===== config.mk =====
export PLATFORM = sky130hd
export DESIGN_NAME = particle_timestep_min_reduce_flat
export DESIGN_NICKNAME = d
export VERILOG_FILES = /design/src/design/ptmr_pkg.sv /design/src/design/ptmr_in_if.sv /design/src/design/ptmr_out_if.sv /design/src/design/particle_timestep_min_reduce.sv /design/src/flat_wrapper.sv
export SDC_FILE = /design/constraint.sdc
export NUM_CORES = 1
export LEC_CHECK = 0
export ABC_AREA = 1
export CAP_MARGIN = 5
export CELL_PAD_IN_SITES_DETAIL_PLACEMENT = 0
export CELL_PAD_IN_SITES_GLOBAL_PLACEMENT = 1
export CORE_MARGIN = 2
export CORE_UTILIZATION = 45
export CTS_CLUSTER_SIZE = 16
export DETAILED_ROUTE_END_ITERATION = 16
export DONT_BUFFER_PORTS = 1
export PLACE_DENSITY_LB_ADDON = 0.1
export SYNTH_ARGS = -nofsm -noshare
export SYNTH_HDL_FRONTEND = slang
export SYNTH_SLANG_ARGS = --single-unit
export TNS_END_PERCENT = 10

===== constraint.sdc =====
create_clock -name clk -period 13.8 [get_ports clk]
set_input_delay 0.69 -clock clk [delete_from_list [all_inputs] [get_ports clk]]
set_output_delay 0.69 -clock clk [all_outputs]
set_load 0.01 [all_outputs]

===== src/design/ptmr_pkg.sv =====
// ----------------------------------------------------------------------------
// ptmr_pkg
// Shared types, constants and helpers for the particle timestep minimum block.
// ----------------------------------------------------------------------------
package ptmr_pkg;

  localparam int unsigned FRAC_BITS_DEF = 20;

  localparam int unsigned COMP_W  = 32;
  localparam int unsigned STEP_W  = 48;
  localparam int unsigned AXIS_W  = 2;
  localparam int unsigned CFG_IDX_W  = 2;
  localparam int unsigned CFG_DATA_W = 48;

  localparam logic [AXIS_W-1:0] AXIS_X    = 2'd0;
  localparam logic [AXIS_W-1:0] AXIS_Y    = 2'd1;
  localparam logic [AXIS_W-1:0] AXIS_Z    = 2'd2;
  localparam logic [AXIS_W-1:0] AXIS_NONE = 2'd3;

  localparam logic [CFG_IDX_W-1:0] REG_CELL_WIDTH_X = 2'd0;
  localparam logic [CFG_IDX_W-1:0] REG_CELL_WIDTH_Y = 2'd1;
  localparam logic [CFG_IDX_W-1:0] REG_CELL_WIDTH_Z = 2'd2;
  localparam logic [CFG_IDX_W-1:0] REG_MAX_STEP     = 2'd3;

  localparam logic [COMP_W-1:0] CELL_WIDTH_RST = 32'h0010_0000;
  localparam logic [STEP_W-1:0] STEP_MAX       = '1;

  // |x| of a two's complement component, floored at one LSB
  function automatic logic [COMP_W-1:0] mag32(input logic [COMP_W-1:0] x);
    logic [COMP_W-1:0] m;
    m = x[COMP_W-1] ? (~x + COMP_W'(1)) : x;
    if (m == '0) begin
      m = COMP_W'(1);
    end
    return m;
  endfunction

endpackage


===== src/design/ptmr_in_if.sv =====
// ----------------------------------------------------------------------------
// ptmr_in_if
// Input channel: one axis component of one particle per transaction.
// ----------------------------------------------------------------------------
interface ptmr_in_if import ptmr_pkg::*; ();
  logic                     valid;
  logic                     ready;
  logic [AXIS_W-1:0]        axis;
  logic signed [COMP_W-1:0] velocity;
  logic signed [COMP_W-1:0] accel;
  logic                     restart;

  modport source (output valid, axis, velocity, accel, restart, input ready);
  modport sink   (input valid, axis, velocity, accel, restart, output ready);
endinterface


===== src/design/ptmr_out_if.sv =====
// ----------------------------------------------------------------------------
// ptmr_out_if
// Output channel: running minimum timestep per transaction.
// ----------------------------------------------------------------------------
interface ptmr_out_if import ptmr_pkg::*; ();
  logic              valid;
  logic              ready;
  logic [STEP_W-1:0] step_min;
  logic              saturated;

  modport source (output valid, step_min, saturated, input ready);
  modport sink   (input valid, step_min, saturated, output ready);
endinterface


===== src/design/particle_timestep_min_reduce.sv =====
// ----------------------------------------------------------------------------
// particle_timestep_min_reduce
// Running minimum of the velocity (h/|v|) and acceleration (sqrt(2h/|a|))
// timestep limits, one axis component per transaction, Q(48-FRAC_BITS).FRAC_BITS result.
// ----------------------------------------------------------------------------
// An item runs the velocity divide, its minimum update, the acceleration
// divide, the square root, its minimum update and the write state in turn;
// an item on axis three goes straight to the write state. Both divides and
// the square root run through one shared subtract/compare unit that retires
// one quotient bit per cycle for the two restoring divides and one root bit
// per cycle for the square root. A new item is accepted once the previous
// one has reached the output register; the result waits there while the
// next item runs. max_step is read only on restart.
module particle_timestep_min_reduce import ptmr_pkg::*; #(
  parameter int unsigned FRAC_BITS = FRAC_BITS_DEF
) (
  input  logic                  clk,
  input  logic                  rst,
  input  logic                  cfg_we,
  input  logic [CFG_IDX_W-1:0]  cfg_index,
  input  logic [CFG_DATA_W-1:0] cfg_data,
  ptmr_in_if.sink               in_ch,
  ptmr_out_if.source            out_ch
);

  localparam int unsigned DW     = 33 + FRAC_BITS;
  localparam int unsigned QW     = (DW > STEP_W) ? DW : STEP_W;
  localparam int unsigned RPAIRS = (DW + FRAC_BITS + 1) / 2;
  localparam int unsigned RW2    = 2 * RPAIRS;
  localparam int unsigned RTW    = (RPAIRS > STEP_W) ? RPAIRS : STEP_W;
  localparam int unsigned SW     = RTW + 2;
  localparam int unsigned CW     = $clog2(DW);

  localparam logic [2:0] ST_IDLE  = 3'd0;
  localparam logic [2:0] ST_DIVV  = 3'd1;
  localparam logic [2:0] ST_MINV  = 3'd2;
  localparam logic [2:0] ST_DIVA  = 3'd3;
  localparam logic [2:0] ST_SQRT  = 3'd4;
  localparam logic [2:0] ST_MINA  = 3'd5;
  localparam logic [2:0] ST_WRITE = 3'd6;

  logic [COMP_W-1:0] cell_width_x, cell_width_y, cell_width_z;
  logic [STEP_W-1:0] max_step;
  logic [STEP_W-1:0] running_min;

  logic [2:0]        state;
  logic [CW-1:0]     cnt;
  logic [COMP_W-1:0] h_reg;
  logic [COMP_W-1:0] ma_reg;
  logic [COMP_W-1:0] divisor;
  logic [DW-1:0]     dvd;
  logic [QW-1:0]     quo;
  logic [RW2-1:0]    rad;
  logic [RTW-1:0]    root;
  logic [SW-1:0]     rem;
  logic              sat;

  logic              out_valid;
  logic [STEP_W-1:0] out_step;
  logic              out_sat;

  logic              in_acc;
  logic [COMP_W-1:0] h_sel;

  logic [SW-1:0]     sub_a, sub_b;
  logic [SW:0]       diff;
  logic              ge;
  logic [QW-1:0]     quo_next;
  logic [RTW-1:0]    root_next;
  logic [SW-1:0]     rem_next;

  logic              lim_big;
  logic [STEP_W-1:0] lim;

  assign in_ch.ready     = (state == ST_IDLE);
  assign in_acc          = in_ch.valid && in_ch.ready;
  assign out_ch.valid    = out_valid;
  assign out_ch.step_min = out_step;
  assign out_ch.saturated = out_sat;

  always_comb begin
    case (in_ch.axis)
      AXIS_X:  h_sel = cell_width_x;
      AXIS_Y:  h_sel = cell_width_y;
      default: h_sel = cell_width_z;
    endcase
  end

  // shared subtract/compare unit
  always_comb begin
    if (state == ST_SQRT) begin
      sub_a = {rem[SW-3:0], rad[RW2-1 -: 2]};
      sub_b = {root, 2'b01};
    end else begin
      sub_a = {rem[SW-2:0], dvd[DW-1]};
      sub_b = SW'(divisor);
    end
    diff      = {1'b0, sub_a} - {1'b0, sub_b};
    ge        = !diff[SW];
    rem_next  = ge ? diff[SW-1:0] : sub_a;
    quo_next  = {quo[QW-2:0], ge};
    root_next = {root[RTW-2:0], ge};
  end

  always_comb begin
    if (state == ST_MINA) begin
      lim_big = (root >> STEP_W) != '0;
      lim     = lim_big ? STEP_MAX : root[STEP_W-1:0];
    end else begin
      lim_big = (quo >> STEP_W) != '0;
      lim     = lim_big ? STEP_MAX : quo[STEP_W-1:0];
    end
  end

  always_ff @(posedge clk) begin
    if (rst) begin
      cell_width_x <= CELL_WIDTH_RST;
      cell_width_y <= CELL_WIDTH_RST;
      cell_width_z <= CELL_WIDTH_RST;
      max_step     <= STEP_MAX;
    end else if (cfg_we) begin
      case (cfg_index)
        REG_CELL_WIDTH_X: cell_width_x <= cfg_data[COMP_W-1:0];
        REG_CELL_WIDTH_Y: cell_width_y <= cfg_data[COMP_W-1:0];
        REG_CELL_WIDTH_Z: cell_width_z <= cfg_data[COMP_W-1:0];
        REG_MAX_STEP:     max_step     <= cfg_data[STEP_W-1:0];
        default: ;
      endcase
    end
  end

  always_ff @(posedge clk) begin
    if (rst) begin
      state       <= ST_IDLE;
      running_min <= STEP_MAX;
      out_valid   <= 1'b0;
    end else begin
      if (state == ST_WRITE && (!out_valid || out_ch.ready)) begin
        out_valid <= 1'b1;
      end else if (out_ch.ready) begin
        out_valid <= 1'b0;
      end
      case (state)
        ST_IDLE: begin
          if (in_acc) begin
            if (in_ch.restart) begin
              running_min <= max_step;
            end
            sat     <= 1'b0;
            h_reg   <= h_sel;
            ma_reg  <= mag32(in_ch.accel);
            divisor <= mag32(in_ch.velocity);
            dvd     <= DW'(h_sel) << FRAC_BITS;
            rem     <= '0;
            quo     <= '0;
            cnt     <= CW'(DW - 1);
            state   <= (in_ch.axis == AXIS_NONE) ? ST_WRITE : ST_DIVV;
          end
        end
        ST_DIVV, ST_DIVA: begin
          quo <= quo_next;
          dvd <= dvd << 1;
          if (cnt != '0) begin
            rem <= rem_next;
            cnt <= cnt - CW'(1);
          end else if (state == ST_DIVV) begin
            state <= ST_MINV;
          end else begin
            rad   <= RW2'(quo_next[DW-1:0]) << FRAC_BITS;
            root  <= '0;
            rem   <= '0;
            cnt   <= CW'(RPAIRS - 1);
            state <= ST_SQRT;
          end
        end
        ST_MINV: begin
          if (lim < running_min) begin
            running_min <= lim;
          end
          sat     <= sat | lim_big;
          divisor <= ma_reg;
          dvd     <= DW'(h_reg) << (FRAC_BITS + 1);
          rem     <= '0;
          quo     <= '0;
          cnt     <= CW'(DW - 1);
          state   <= ST_DIVA;
        end
        ST_SQRT: begin
          rem  <= rem_next;
          root <= root_next;
          rad  <= rad << 2;
          cnt  <= cnt - CW'(1);
          if (cnt == '0) begin
            state <= ST_MINA;
          end
        end
        ST_MINA: begin
          if (lim < running_min) begin
            running_min <= lim;
          end
          sat   <= sat | lim_big;
          state <= ST_WRITE;
        end
        ST_WRITE: begin
          if (!out_valid || out_ch.ready) begin
            out_step  <= running_min;
            out_sat   <= sat;
            state     <= ST_IDLE;
          end
        end
        default: state <= ST_IDLE;
      endcase
    end
  end

`ifndef SYNTHESIS
  a_min_monotone: assert property (@(posedge clk) disable iff (rst)
    !(in_acc && in_ch.restart) |=> running_min <= $past(running_min))
    else $error("running minimum rose without restart");

  a_out_from_write: assert property (@(posedge clk) disable iff (rst)
    $rose(out_valid) |-> $past(state == ST_WRITE))
    else $error("result loaded outside write state");

  a_axis_none: assert property (@(posedge clk) disable iff (rst)
    (in_acc && in_ch.axis == AXIS_NONE) |=> (state == ST_WRITE && !sat))
    else $error("axis three item not bypassed");
`endif

endmodule

===== src/flat_wrapper.sv =====
// flat-port wrapper written by rule: the top's interface ports become plain ports
module particle_timestep_min_reduce_flat import ptmr_pkg::*;
#(
  parameter int unsigned FRAC_BITS = FRAC_BITS_DEF
)
  (clk, rst, cfg_we, cfg_index, cfg_data, in_ch_valid, in_ch_axis, in_ch_velocity, in_ch_accel, in_ch_restart, in_ch_ready, out_ch_valid, out_ch_step_min, out_ch_saturated, out_ch_ready);
  ptmr_in_if in_ch_i ();
  ptmr_out_if out_ch_i ();
  input  logic clk;
  input  logic rst;
  input  logic cfg_we;
  input  logic [CFG_IDX_W-1:0] cfg_index;
  input  logic [CFG_DATA_W-1:0] cfg_data;
  input wire logic [$bits(in_ch_i.valid)-1:0] in_ch_valid;
  input wire logic [$bits(in_ch_i.axis)-1:0] in_ch_axis;
  input wire logic [$bits(in_ch_i.velocity)-1:0] in_ch_velocity;
  input wire logic [$bits(in_ch_i.accel)-1:0] in_ch_accel;
  input wire logic [$bits(in_ch_i.restart)-1:0] in_ch_restart;
  output wire logic [$bits(in_ch_i.ready)-1:0] in_ch_ready;
  output wire logic [$bits(out_ch_i.valid)-1:0] out_ch_valid;
  output wire logic [$bits(out_ch_i.step_min)-1:0] out_ch_step_min;
  output wire logic [$bits(out_ch_i.saturated)-1:0] out_ch_saturated;
  input wire logic [$bits(out_ch_i.ready)-1:0] out_ch_ready;
  assign in_ch_i.valid = in_ch_valid;
  assign in_ch_i.axis = in_ch_axis;
  assign in_ch_i.velocity = in_ch_velocity;
  assign in_ch_i.accel = in_ch_accel;
  assign in_ch_i.restart = in_ch_restart;
  assign in_ch_ready = in_ch_i.ready;
  assign out_ch_valid = out_ch_i.valid;
  assign out_ch_step_min = out_ch_i.step_min;
  assign out_ch_saturated = out_ch_i.saturated;
  assign out_ch_i.ready = out_ch_ready;
  particle_timestep_min_reduce #(.FRAC_BITS(FRAC_BITS)) u_core (.clk(clk), .rst(rst), .cfg_we(cfg_we), .cfg_index(cfg_index), .cfg_data(cfg_data), .in_ch(in_ch_i), .out_ch(out_ch_i));
endmodule

==> flow_summary.json <==
{
  "outcome": "finished, final reports clean",
  "syn-instance-count": 4145,
  "fin_worst_hold_slack_ns": 0.1672,
  "yosys-top-cells-area": "edfxtp_1, nand2_1, dfxtp_1",
  "cts_max_path_buffers": 3,
  "vias": 26360,
  "die_h_um": 270.6,
  "io_buffer_count": 0,
  "final_hold_viol_count": 0,
  "first_iter_violations": 2206,
  "cts.reportedPaths.clkPinSlew_ns": 0.06,
  "final_cell_count_no_fill": 5061,
  "proportion_of_synthesized_flip_flops_having_asynchronous_set_or_reset": 0,
  "ioPinCount": 173,
  "cts_resized": 0,
  "count_of_endpoints_failing_setup_in_the_final_report": 0,
  "nFillCells": 7074,
  "final_area_sq_um": 35000,
  "synthFlopType": "edfxtp_1",
  "largest_net_degree_at_the_start_of_global_routing": 96,
  "worstPathBufferInverterCount": 6,
  "final.period_utilization": 0.4715,
  "netlist_area_sq_um": 31970,
  "report.final.slew_viol_count": 0,
  "setup_ws_ns": 7.293,
  "floorplan.rows": 97,
  "syn-mean-instance-area_sq_um": 7.714,
  "crit_path_start_kind": "flop",
  "slew_worst_pin_ns": 1.189,
  "drt-pass1-iter-count": 6,
  "logic_depth_of_the_worst_register_to_register_path": 19,
  "clock_tree.htree_level_count": 3,
  "cts.repair_timing.setup_buffer_count": 0,
  "cap_violations": 0,
  "crit_path_cell_trace": "nor2_4 -> nand2_4 -> inv_4 -> buf_4 -> nand2_1 -> o21ai_0 -> inv_1 -> ha_1 -> nand2_1 -> o21ai_0 -> a21oi_1 -> o21ai_0 -> a31oi_1 -> buf_4 -> nand2_4 -> buf_4 -> inv_2 -> a21oi_1 -> nor2_1",
  "area_leader_netlist": "edfxtp_1",
  "fmax_mhz": 153.7,
  "timing.critical_path.depth": 19,
  "first_global_vias": 25170,
  "timing.hold.worst_path_depth": 1,
  "dp_worst_slack_ns": 7.416,
  "die-width_um": 270.6,
  "power_density_nw_per_um2": 250.5,
  "cts_root_buf": "clkbuf_16",
  "tritoncts.num_buffers": 68,
  "reg_top3": "u_core.rad: 54 flops, u_core.quo: 53 flops, u_core.rem: 49 flops",
  "num_antenna_cells": 0,
  "critPathMaxFanout": 78,
  "cp_data_arrival_time_ns": 6.87,
  "shortest_clock_period_the_worst_path_allows_after_layout_ns": 6.507,
  "initial_core_util": 0.4558,
  "via_per_inst": 5.208,
  "synth.ff_latch_count": 585,
  "critical_path.top_delay_family": "buffers and inverters",
  "postRouteWirelength_um": 95140,
  "gpl.final_weighted_congestion": 0.9277,
  "cts_hold_repair.buffers": 0,
  "place_area_sq_um": 32730,
  "mappedNetlistNets": 4366,
  "routedWlPerCell_um": 18.80,
  "overflow": 0,
  "drive_gt1_frac": 0.04295,
  "syn2layout_area_growth_pct": 9.450,
  "tritoncts_clock_tree": "yes",
  "crit_required_ns": 14.16,
  "dpl.hpwl_um": 68010,
  "setup.worst_path.end_class": "flop",
  "max_flop_register": "u_core.rad",
  "timing.critical_path.slowest_stage_cell": "nor2_4",
  "warning_count_from_the_yosys_run": 0,
  "die_area_sq_um": 73200,
  "share_of_the_yosys_chip_area_belonging_to_registers": 0.4880,
  "worst_clock_skew_ns": 0.01727,
  "drt_drc_violations_left": 0,
  "antenna_found_initial": 1,
  "grt_first_pass_wirelength_um": 146800,
  "number_of_enable_type_register_cells_in_the_synthesized_netlist": 389,
  "cts.sink_count": 585,
  "synthDominantCellAreaShare": 0.3653,
  "rsz0062_at_grt": "no",
  "min_path_type": "in2reg",
  "max_reg_flops": 54,
  "placed_cells": 4936,
  "clk_latency_ns": 0.61,
  "core_area_sq_um": 70150,
  "grt_use_total": 0.2572,
  "total_leakage_power_nw": 16.07,
  "number_of_nets_in_the_finished_design": 4287,
  "ys_types": 49,
  "max-vdd-ir-drop_v": 0.0001337,
  "tns_ns": 0,
  "max_stage_delay_ns": 0.68,
  "route.antenna.remaining_nets": 0,
  "timing.slew.headroom": 0.2065,
  "criticalPathCategory": "reg2reg"
}
## worst paths after layout
check	from	to	slack, ns
hold / removal	rst	u_core.state[0]	0.17
hold reg to reg	u_core.running_min[28]	u_core.out_ch.step_min[28]	0.45
setup / recovery	u_core.state[0]	u_core.rem[2]	7.29
setup reg to reg	u_core.state[0]	u_core.rem[2]	7.29
## synthesized netlist by cell type, drive strengths merged, types with 2 or more instances
master	instances
a21o	8
a221oi	2
xnor2	28
clkinv	3
o31ai	4
nor3b	2
o221ai	2
ha	98
clkbuf	143
a21oi	137
edfxtp	389
mux2i	11
nand4	37
nand3b	23
buf	40
nor3	22
o21ai	325
inv	463
nand3	302
a22oi	41
or2	5
dfxtp	196
nor2	510
a31oi	20
o21a	7
xor2	44
nor4	11
a211oi	6
nand2	1255
## worst reg2reg max path, stage by stage (launching register included)
cell	delay, ns
dfxtp_1	0.37
nor2_4	0.68
nand2_4	0.63
inv_4	0.69
buf_4	0.72
nand2_1	0.15
o21ai_0	0.10
inv_1	0.07
ha_1	0.34
nand2_1	0.10
o21ai_0	0.24
a21oi_1	0.19
o21ai_0	0.31
a31oi_1	0.13
buf_4	0.21
nand2_4	0.37
buf_4	0.53
inv_2	0.23
a21oi_1	0.17
nor2_1	0.06
## layout by cell type, fill, tap and decap left out, drive strengths merged, types with 2 or more instances in the layout
cell / Yosys / routed
ha: 98 / 98
buf: 40 / 34
a211oi: 6 / 6
nand4: 37 / 37
nand3b: 23 / 23
clkinv: 3 / 25
xor2: 44 / 44
o21ai: 325 / 325
nor3b: 2 / 2
a31oi: 20 / 20
or2: 5 / 5
inv: 463 / 470
edfxtp: 389 / 389
xnor2: 28 / 28
a21oi: 137 / 137
dfxtp: 196 / 196
mux2i: 11 / 11
o21a: 7 / 7
clkbuf: 143 / 86
bufinv: 0 / 5
nand2: 1255 / 1255
clkinvlp: 0 / 5
o221ai: 2 / 2
o31ai: 4 / 4
a221oi: 2 / 2
nand3: 302 / 302
a22oi: 41 / 41
nor4: 11 / 11
nor2: 510 / 510
a21o: 8 / 8
nor3: 22 / 22
## cells by family after synthesis
| logic type | Yosys count | synth area share |
|---|---|---|
| compound gates | 560 | 0.09509 |
| fa+ha+maj | 99 | 0.03897 |
| mux | 11 | 0.003444 |
| buf+inv | 649 | 0.07908 |
| simple gates | 2169 | 0.2756 |
| xor+xnor | 72 | 0.01972 |
| flops | 585 | 0.4880 |
## power breakdown
part | internal, W | switching, W | leakage [nW] | total [W]
logic | 0.00130 | 0.00295 | 9.69 | 0.00425
registers | 0.00245 | 0.000230 | 5.27 | 0.00268
clock network | 0.00107 | 0.000771 | 1.11 | 0.00184
total | 0.00482 | 0.00395 | 16.1 | 0.00877
## layer usage
metal / up-vias / share of wire / wire length (um) / track usage
met4: 0 / 0.036 / 3468 / 0.09610
met1: 12160 / 0.44 / 42290 / 0.3445
met5: - / 0 / 0 / 0
li1: 13400 / - / - / -
met2: 637 / 0.47 / 44830 / 0.4232
met3: 167 / 0.048 / 4549 / 0.03603
## through the flow
step,power (W),util
2_1_floorplan,0.005792,-
3_3_place_gp,0.006947,0.4666
3_5_place_dp,0.006944,0.4666
4_1_cts,0.008813,0.4989
5_1_grt,0.009479,0.4989
6_report,0.008768,0.4989
## area by class of cell
cell class	instances	area (sq um)	share of cell area
inverter	466	1754	0.05013
multi-input combinational	2911	13940	0.3983
sequential	585	15610	0.4459
timing repair buffer	34	255.2	0.007294
clock buffer	86	1873	0.05352
tap	940	1176	0.03361
clock inverter	39	392.9	0.01123
Power figures use the tool's default switching activity.
